==> config.mk <==
export PLATFORM = sky130hd
export DESIGN_NAME = full_circle_arctangent_unit
export DESIGN_NICKNAME = d
export VERILOG_FILES = /design/src/rtl/fca_pkg.sv /design/src/rtl/fca_prep.sv /design/src/rtl/fca_cell.sv /design/src/rtl/fca_fold.sv /design/src/rtl/full_circle_arctangent_unit.sv
export SDC_FILE = /design/constraint.sdc
export NUM_CORES = 2
export LEC_CHECK = 0
export BUFFER_PORTS_ARGS = -buffer_cell sky130_fd_sc_hd__buf_2
export CORE_MARGIN = 4
export CORE_UTILIZATION = 66
export DETAILED_ROUTE_END_ITERATION = 8
export GPL_ROUTABILITY_DRIVEN = 1
export HOLD_SLACK_MARGIN = 0.05
export PLACE_DENSITY = 0.84
export SLEW_MARGIN = 20
export SYNTH_ARGS = -nofsm -noshare
export SYNTH_HDL_FRONTEND = slang
export SYNTH_SLANG_ARGS = --single-unit
==> constraint.sdc <==
create_clock -name clock -period 12.6 [get_ports clock]
set_clock_uncertainty 0.2 [all_clocks]
set_input_delay 1.89 -clock clock [delete_from_list [all_inputs] [get_ports clock]]
set_output_delay 1.89 -clock clock [all_outputs]
set_load 0.02 [all_outputs]
==> src/rtl/fca_pkg.sv <==
`timescale 1ns / 1ps
// ----------------------------------------------------------------------------
// Full-circle arctangent: shared types, constants and arctangent table
// Word formats for the request and response channels, the word handed
// between CORDIC cells, and the per-stage rotation angles.
// ----------------------------------------------------------------------------
package fca_pkg;

   // Field widths of the request and response words
   localparam int COORD_WIDTH = 16;
   localparam int ANGLE_WIDTH = 16;

   // Default and largest number of CORDIC cells
   localparam int ITERATIONS_DEFAULT = 16;
   localparam int ITERATIONS_MAX     = 32;

   // Datapath: magnitude plus guard bits, headroom for CORDIC gain, sign
   localparam int GUARD_BITS = 8;
   localparam int DATA_WIDTH = COORD_WIDTH + GUARD_BITS + 2;

   // Angle accumulator in units of 2^-32 turn, signed with headroom
   localparam int TURN_WIDTH = 32;
   localparam int Z_WIDTH    = TURN_WIDTH + 2;
   localparam int IDX_WIDTH  = $clog2(ITERATIONS_MAX);

   // Binary angles for a quarter (pi/2) and a half (pi) turn; a full turn
   // (2 pi) is the wrap of a TURN_WIDTH-bit word
   localparam logic [TURN_WIDTH-1:0] QUARTER_TURN = 32'h4000_0000;
   localparam logic [TURN_WIDTH-1:0] HALF_TURN    = 32'h8000_0000;

   typedef struct packed {
      logic signed [COORD_WIDTH-1:0] y_coord;
      logic signed [COORD_WIDTH-1:0] x_coord;
   } req_type;

   typedef struct packed {
      logic [ANGLE_WIDTH-1:0] angle;
      logic                   at_origin;
   } rsp_type;

   // Quadrant and axis flags carried alongside the rotation
   typedef struct packed {
      logic x_neg;
      logic y_neg;
      logic x_zero;
      logic y_zero;
   } side_type;

   // Word handed from cell to cell
   typedef struct packed {
      logic signed [DATA_WIDTH-1:0] cx;
      logic signed [DATA_WIDTH-1:0] cy;
      logic signed [Z_WIDTH-1:0]    z;
      side_type                     side;
   } cordic_type;

   // atan(2^-i) / (2 pi) * 2^32, rounded
   function automatic logic [TURN_WIDTH-1:0] atan_entry(input logic [IDX_WIDTH-1:0] idx);
      logic [TURN_WIDTH-1:0] val;
      unique case (idx)
         5'd0:  val = 32'h2000_0000;
         5'd1:  val = 32'h12E4_051E;
         5'd2:  val = 32'h09FB_385B;
         5'd3:  val = 32'h0511_11D4;
         5'd4:  val = 32'h028B_0D43;
         5'd5:  val = 32'h0145_D7E1;
         5'd6:  val = 32'h00A2_F61E;
         5'd7:  val = 32'h0051_7C55;
         5'd8:  val = 32'h0028_BE53;
         5'd9:  val = 32'h0014_5F2F;
         5'd10: val = 32'h000A_2F98;
         5'd11: val = 32'h0005_17CC;
         5'd12: val = 32'h0002_8BE6;
         5'd13: val = 32'h0001_45F3;
         5'd14: val = 32'h0000_A2FA;
         5'd15: val = 32'h0000_517D;
         5'd16: val = 32'h0000_28BE;
         5'd17: val = 32'h0000_145F;
         5'd18: val = 32'h0000_0A30;
         5'd19: val = 32'h0000_0518;
         5'd20: val = 32'h0000_028C;
         5'd21: val = 32'h0000_0146;
         5'd22: val = 32'h0000_00A3;
         5'd23: val = 32'h0000_0051;
         5'd24: val = 32'h0000_0029;
         5'd25: val = 32'h0000_0014;
         5'd26: val = 32'h0000_000A;
         5'd27: val = 32'h0000_0005;
         5'd28: val = 32'h0000_0003;
         5'd29: val = 32'h0000_0001;
         5'd30: val = 32'h0000_0001;
         default: val = 32'h0000_0000;
      endcase
      return val;
   endfunction

endpackage

==> src/rtl/fca_prep.sv <==
`timescale 1ns / 1ps
// ----------------------------------------------------------------------------
// Full-circle arctangent: input stage
// Takes magnitudes of both coordinates, scales them into the datapath and
// records the quadrant and axis flags.
// ----------------------------------------------------------------------------
module fca_prep import fca_pkg::*; (
   input  logic       clock,
   input  logic       reset,
   input  logic       in_valid,
   output logic       in_ready,
   input  req_type    in_data,
   output logic       out_valid,
   input  logic       out_ready,
   output cordic_type out_data
);

   logic                 valid_ff;
   logic                 valid_in;
   cordic_type           data_ff;
   cordic_type           data_in;
   logic [COORD_WIDTH:0] ext_x;
   logic [COORD_WIDTH:0] ext_y;
   logic [COORD_WIDTH:0] mag_x;
   logic [COORD_WIDTH:0] mag_y;

   assign in_ready = !valid_ff || out_ready;

   // Form magnitudes and flags
   always_comb begin
      ext_x = {in_data.x_coord[COORD_WIDTH-1], in_data.x_coord};
      ext_y = {in_data.y_coord[COORD_WIDTH-1], in_data.y_coord};
      mag_x = ext_x[COORD_WIDTH] ? (~ext_x + 1'b1) : ext_x;
      mag_y = ext_y[COORD_WIDTH] ? (~ext_y + 1'b1) : ext_y;
      data_in.cx          = $signed({1'b0, mag_x, {GUARD_BITS{1'b0}}});
      data_in.cy          = $signed({1'b0, mag_y, {GUARD_BITS{1'b0}}});
      data_in.z           = '0;
      data_in.side.x_neg  = in_data.x_coord[COORD_WIDTH-1];
      data_in.side.y_neg  = in_data.y_coord[COORD_WIDTH-1];
      data_in.side.x_zero = (in_data.x_coord == '0);
      data_in.side.y_zero = (in_data.y_coord == '0);
      valid_in            = in_ready ? in_valid : valid_ff;
   end

   // Hold valid under reset
   always_ff @(posedge clock) begin
      if (reset) begin
         valid_ff <= 1'b0;
      end else begin
         valid_ff <= valid_in;
      end
   end

   // Load the word when taken
   always_ff @(posedge clock) begin
      if (in_valid && in_ready) begin
         data_ff <= data_in;
      end
   end

   assign out_valid = valid_ff;
   assign out_data  = data_ff;

endmodule

==> src/rtl/fca_cell.sv <==
`timescale 1ns / 1ps
// ----------------------------------------------------------------------------
// Full-circle arctangent: CORDIC vectoring cell
// One micro-rotation towards the x-axis with a fixed shift of STAGE, and
// the matching angle step added to or taken from the accumulator.
// ----------------------------------------------------------------------------
module fca_cell import fca_pkg::*; #(
   parameter int STAGE = 0
) (
   input  logic       clock,
   input  logic       reset,
   input  logic       in_valid,
   output logic       in_ready,
   input  cordic_type in_data,
   output logic       out_valid,
   input  logic       out_ready,
   output cordic_type out_data
);

   logic                         valid_ff;
   logic                         valid_in;
   cordic_type                   data_ff;
   cordic_type                   data_in;
   logic signed [DATA_WIDTH-1:0] dx;
   logic signed [DATA_WIDTH-1:0] dy;
   logic signed [Z_WIDTH-1:0]    step_angle;

   assign in_ready = !valid_ff || out_ready;

   // Rotate by the sign of y
   always_comb begin
      dx         = in_data.cy >>> STAGE;
      dy         = in_data.cx >>> STAGE;
      step_angle = $signed({{(Z_WIDTH-TURN_WIDTH){1'b0}},
                            atan_entry(IDX_WIDTH'(STAGE))});
      data_in    = in_data;
      if (!in_data.cy[DATA_WIDTH-1]) begin
         data_in.cx = in_data.cx + dx;
         data_in.cy = in_data.cy - dy;
         data_in.z  = in_data.z + step_angle;
      end else begin
         data_in.cx = in_data.cx - dx;
         data_in.cy = in_data.cy + dy;
         data_in.z  = in_data.z - step_angle;
      end
      valid_in = in_ready ? in_valid : valid_ff;
   end

   // Hold valid under reset
   always_ff @(posedge clock) begin
      if (reset) begin
         valid_ff <= 1'b0;
      end else begin
         valid_ff <= valid_in;
      end
   end

   // Advance the word
   always_ff @(posedge clock) begin
      if (in_valid && in_ready) begin
         data_ff <= data_in;
      end
   end

   assign out_valid = valid_ff;
   assign out_data  = data_ff;

endmodule

==> src/rtl/fca_fold.sv <==
`timescale 1ns / 1ps
// ----------------------------------------------------------------------------
// Full-circle arctangent: quadrant fold and output register
// Clamps the first-quadrant angle, applies the axis cases, folds into the
// quadrant and rounds to the output width.
// ----------------------------------------------------------------------------
module fca_fold import fca_pkg::*; (
   input  logic       clock,
   input  logic       reset,
   input  logic       in_valid,
   output logic       in_ready,
   input  cordic_type in_data,
   output logic       out_valid,
   input  logic       out_ready,
   output rsp_type    out_data
);

   localparam int ROUND_SHIFT = TURN_WIDTH - ANGLE_WIDTH;
   localparam logic [TURN_WIDTH-1:0] ROUND_HALF =
      TURN_WIDTH'((64'(1) << ROUND_SHIFT) >> 1);

   logic                  valid_ff;
   logic                  valid_in;
   rsp_type               data_ff;
   rsp_type               data_in;
   logic [TURN_WIDTH-1:0] clamped;
   logic [TURN_WIDTH-1:0] first_angle;
   logic [TURN_WIDTH-1:0] phi;
   logic [TURN_WIDTH-1:0] rounded;
   logic                  origin;

   assign in_ready = !valid_ff || out_ready;

   // Clamp, fold and round
   always_comb begin
      priority if (in_data.z[Z_WIDTH-1]) begin
         clamped = '0;
      end else if (in_data.z > $signed({{(Z_WIDTH-TURN_WIDTH){1'b0}}, QUARTER_TURN})) begin
         clamped = QUARTER_TURN;
      end else begin
         clamped = in_data.z[TURN_WIDTH-1:0];
      end

      priority if (in_data.side.x_zero) begin
         first_angle = QUARTER_TURN;
      end else if (in_data.side.y_zero) begin
         first_angle = '0;
      end else begin
         first_angle = clamped;
      end

      unique case ({in_data.side.x_neg, in_data.side.y_neg})
         2'b00:   phi = first_angle;
         2'b10:   phi = HALF_TURN - first_angle;
         2'b11:   phi = HALF_TURN + first_angle;
         default: phi = '0 - first_angle;
      endcase

      rounded = phi + ROUND_HALF;
      origin  = in_data.side.x_zero && in_data.side.y_zero;

      data_in.at_origin = origin;
      data_in.angle     = origin ? '0 : rounded[TURN_WIDTH-1 -: ANGLE_WIDTH];
      valid_in          = in_ready ? in_valid : valid_ff;
   end

   // Hold valid under reset
   always_ff @(posedge clock) begin
      if (reset) begin
         valid_ff <= 1'b0;
      end else begin
         valid_ff <= valid_in;
      end
   end

   // Load the response word
   always_ff @(posedge clock) begin
      if (in_valid && in_ready) begin
         data_ff <= data_in;
      end
   end

   assign out_valid = valid_ff;
   assign out_data  = data_ff;

endmodule

==> src/rtl/full_circle_arctangent_unit.sv <==
`timescale 1ns / 1ps
// Registers from request to response: one input stage, one CORDIC cell per
// iteration, one fold/output stage.
// Throughput: one word per cycle while rsp_ready is high; a stage stalls
// only when full and the next stage cannot take its word: bubbles close up.
// Reset clears the valid bit of every stage; data registers are not reset.
// ----------------------------------------------------------------------------
// Full-circle arctangent unit
// Angle of (x, y) over the full turn as a binary angle, from a chain of
// CORDIC vectoring cells on the coordinate magnitudes.
// ----------------------------------------------------------------------------
module full_circle_arctangent_unit import fca_pkg::*; #(
   parameter int ITERATIONS = ITERATIONS_DEFAULT
) (
   input  logic    clock,
   input  logic    reset,
   input  logic    req_valid,
   output logic    req_ready,
   input  req_type req_data,
   output logic    rsp_valid,
   input  logic    rsp_ready,
   output rsp_type rsp_data
);

   logic       link_valid [ITERATIONS+1];
   logic       link_ready [ITERATIONS+1];
   cordic_type link_data  [ITERATIONS+1];

   // Scale magnitudes and capture flags
   fca_prep u_prep (
      .clock     (clock),
      .reset     (reset),
      .in_valid  (req_valid),
      .in_ready  (req_ready),
      .in_data   (req_data),
      .out_valid (link_valid[0]),
      .out_ready (link_ready[0]),
      .out_data  (link_data[0])
   );

   // Chain of vectoring cells
   for (genvar i = 0; i < ITERATIONS; i++) begin : g_cell
      fca_cell #(
         .STAGE (i)
      ) u_cell (
         .clock     (clock),
         .reset     (reset),
         .in_valid  (link_valid[i]),
         .in_ready  (link_ready[i]),
         .in_data   (link_data[i]),
         .out_valid (link_valid[i+1]),
         .out_ready (link_ready[i+1]),
         .out_data  (link_data[i+1])
      );
   end

   // Fold into the quadrant and drive the response
   fca_fold u_fold (
      .clock     (clock),
      .reset     (reset),
      .in_valid  (link_valid[ITERATIONS]),
      .in_ready  (link_ready[ITERATIONS]),
      .in_data   (link_data[ITERATIONS]),
      .out_valid (rsp_valid),
      .out_ready (rsp_ready),
      .out_data  (rsp_data)
   );

endmodule

==> flow_summary.ini <==
[cts]
tritoncts_num_sinks = 1268
tritoncts.num_buffers = 140
post_cts.resized_instances = 0
cts-root-buf = sky130_fd_sc_hd__clkbuf_16
cts_setup_buffers = 0
cts_hold_repair.buffers = 0
cts-root-to-sink-buffers = 3
clk_transition_reported_paths_ps = 50
cts.htree.levels = 4
clk-insertion-delay-late_ps = 800
tritoncts_clock_tree = built

[sta]
grt_setup_unrepaired = no
worst_slew_pin_slew_ps = 1160
final_setup_tns_ps = 0
timing.final.crit_period_ps = 7350
max_slew_margin = 0.213
min_period_over_period = 0.583
setup_viol_count_final = 0
maxSlewViolCount = 0
timing.fmax_mhz = 136
timing_hold_violations_final = 0

[grt]
grt.overflow.total = 0
grt_pass1_wl_microns = 380000
largest_net_degree_at_the_start_of_global_routing = 90
grt_pass1_vias = 74853
grt_antenna_before_repair = 3
grt_util_all_layers = 0.296

[place]
detailed_place_hpwl_microns = 184000
globalplace.congestion = 0.978
io_buffer_count = 54

[synth]
synth_cells = 10059
synth_area_per_cell_sq_um = 9.83
ys_ff_latch = 1268
syn-cell-area_sq_mm = 0.0988
synthTopCellsByArea = sky130_fd_sc_hd__edfxtp_1 (38%), sky130_fd_sc_hd__ha_1 (14%), sky130_fd_sc_hd__xnor2_1 (8.2%)
postSynth.topFlopCell = sky130_fd_sc_hd__edfxtp_1
ys_seq_area_frac = 0.383
netlist.top_cell.by_area = sky130_fd_sc_hd__edfxtp_1
asyncSetResetFlopFracSynth = 0
synth.yosys.warnings = 0
post-synth-top-area-fraction = 0.380
synth_edf_count = 1250
netlist-cell-type-count = 99

[route]
ant_nets = 0
postRouteWirelength_microns = 238000
drt_iter0_markers = 6366
vias = 77825
routedWlPerCell_microns = 19.5
ratio_of_routed_vias_to_standard_cells = 6.37
drc_errors = 0
drt-pass1-iter-count = 6

[finish]
sequential_cell_area_sq_mm = 0.0379
num-fill-cells = 10273
fraction_of_layout_instances_using_a_drive_strength_above_1 = 0.0452
finalNetCount = 11367
area_of_combinational_cells_with_multiple_inputs_sq_mm = 0.0589
area_growth_pct = 7.68

[die]
initial_utilization = 0.667
die-width_microns = 395
rows = 141
pin_count = 55
core_sq_mm = 0.148
die-area_sq_mm = 0.156
die_h_microns = 395

[pwr]
power_leakage_nw = 42.3
internal_power_w = 0.00799
power.sequential.fraction = 0.458
cell_area_power_density_mw_per_mm2 = 99.9
p_switching_w = 0.00264
power.ir.vdd_worst_v = 0.000112
switching_share = 0.249
total_power_w = 0.0106
power_frac_clock = 0.410
combinational_cell_fraction_of_total_power = 0.133

[worst_setup_path]
timing.critical_path.fanout_max = 7
critPathCaptureType = primary output
worst_ep_required_time_ps = 10510
worst-endpoint-arrival_ps = 5260
critical_path_startpoint_category = input pin
worst-setup-path-type = input pin to primary output

[outcome]
outcome = finished, final reports clean

[job]
cap_viol_max_count = 0

[hold_path]
hold_path_class = register to register
-- worst max-delay path, stage by stage --
cell                      delay [ps]
sky130_fd_sc_hd__buf_2           120
sky130_fd_sc_hd__and4b_1         480
sky130_fd_sc_hd__and3_1          430
sky130_fd_sc_hd__and2_1          430
sky130_fd_sc_hd__nand2_1         130
sky130_fd_sc_hd__nor2_1          290
sky130_fd_sc_hd__and2_1          460
sky130_fd_sc_hd__nand4_1         230
sky130_fd_sc_hd__nor2_1          180
sky130_fd_sc_hd__buf_4           220
sky130_fd_sc_hd__nand4_1         160
sky130_fd_sc_hd__buf_2           220
-- kinds of logic (layout without fill, tap and decap cells) --
kind of cell / Yosys count / after routing / share of synthesized area
AOI/OAI and AO/OA: 2724 / 2724 / 0.176
muxes: 49 / 49 / 0.00527
buffers and inverters: 569 / 802 / 0.0219
other: 1 / 6 / 0.0000379
and+or+nand+nor: 2925 / 2925 / 0.143
xor gates and xnor gates: 1368 / 1368 / 0.121
adders and majority gates: 1155 / 1155 / 0.149
DFF: 1268 / 1268 / 0.383
-- path summary, 6_finish.rpt --
path / start / end / slack, ps / cells past startpoint
setup / recovery: rsp_ready / req_ready / 5250 / 12
hold / removal: g_cell[8].u_cell.out_data[0]$_DFFE_PP_ / g_cell[9].u_cell.out_data[0]$_DFFE_PP_ / 220 / 0
setup reg to reg: g_cell[8].u_cell.out_data[78]$_DFFE_PP_ / g_cell[9].u_cell.out_data[60]$_DFFE_PP_ / 7010 / 13
hold reg to reg: g_cell[8].u_cell.out_data[0]$_DFFE_PP_ / g_cell[9].u_cell.out_data[0]$_DFFE_PP_ / 220 / 0
-- metrics by stage --
step           utilization  std cells  area (sq um)  setup WS (ps)  hold WS [ps]
3_3_place_gp         0.685      11964        101000           5310           201
6_report             0.718      12227        106000           5250           217
3_5_place_dp         0.685      11964        101000           5310           205
5_1_grt              0.718      12223        106000           5050           225
4_1_cts              0.718      12223        106000           5260           218
2_1_floorplan            -      10060         98800           2230           200
-- synthesized netlist by cell type (all sizes together), types with 20 or more instances --
cell     count
o211ai      69
buf         38
nor4b       20
or3         88
o31ai       58
nor3b       21
or2         40
inv        443
edfxtp    1250
and3       135
o41ai       53
nand3      175
a211o       32
nand2b     131
nand4       49
nor3       338
a311oi      24
a31o        30
a21oi      932
nor2      1012
ha        1121
xor2       442
o21bai     111
a31oi      107
xnor2      926
a21o       320
a2111oi     38
o21a       164
a41oi       31
or4         26
nor2b      186
mux2i       25
and2        73
nor4        72
nand2      507
fa          34
mux2        24
a211oi      80
clkbuf      83
a21boi      26
o22ai       21
o21ai      472
-- power by group through the flow --
stage	Sequential [W]	Clock [W]	Combinational [W]
floorplan	0.00491	0	0.00109
global placement	0.00495	0	0.00133
detailed placement	0.00495	0	0.00138
CTS	0.00487	0.00442	0.00140
global route	0.00487	0.00461	0.00156
finish	0.00487	0.00436	0.00141
-- layout make-up --
class,instances,area share
diodes,4,0.0000941
clock buffers,163,0.0347
clock inverters,96,0.0115
inverters,448,0.0158
multi-input cells,8223,0.554
flip-flops and latches,1268,0.356
well taps,1930,0.0227
repair buffers,95,0.00547
-- sequential cells by signal (all words and copies together) (netlist names) --
name and count:
g_cell.u_cell.out_data 1195, u_prep.out_data 38, u_fold.out_data 17, g_cell.u_cell.out_valid 16
u_fold.out_valid 1, u_prep.out_valid 1
-- routing by layer --
| layer | track usage | part of all wire | vias up |
|---|---|---|---|
| li1 | - | - | 37587 |
| met5 | 0 | 0.00017 | - |
| met3 | 0.0381 | 0.058 | 623 |
| met1 | 0.362 | 0.40 | 36937 |
| met2 | 0.530 | 0.49 | 2672 |
| met4 | 0.119 | 0.044 | 6 |
-- cells in the final DEF (no fill, tap or decap), types with 134 or more instances in the layout --
master                      Yosys  final
sky130_fd_sc_hd__a21o_1       319    319
sky130_fd_sc_hd__a21oi_1      932    932
sky130_fd_sc_hd__and3_1       134    134
sky130_fd_sc_hd__clkbuf_16      0    144
sky130_fd_sc_hd__edfxtp_1    1250   1250
sky130_fd_sc_hd__ha_1        1121   1121
sky130_fd_sc_hd__inv_1        443    443
sky130_fd_sc_hd__nand2_1      506    506
sky130_fd_sc_hd__nand3_1      173    173
sky130_fd_sc_hd__nor2_1      1012   1012
sky130_fd_sc_hd__nor2b_1      186    179
sky130_fd_sc_hd__nor3_1       335    335
sky130_fd_sc_hd__o21a_1       164    164
sky130_fd_sc_hd__o21ai_0      464    464
sky130_fd_sc_hd__xnor2_1      926    926
sky130_fd_sc_hd__xor2_1       442    442
Note: power is estimated with default switching activity, not from simulation.
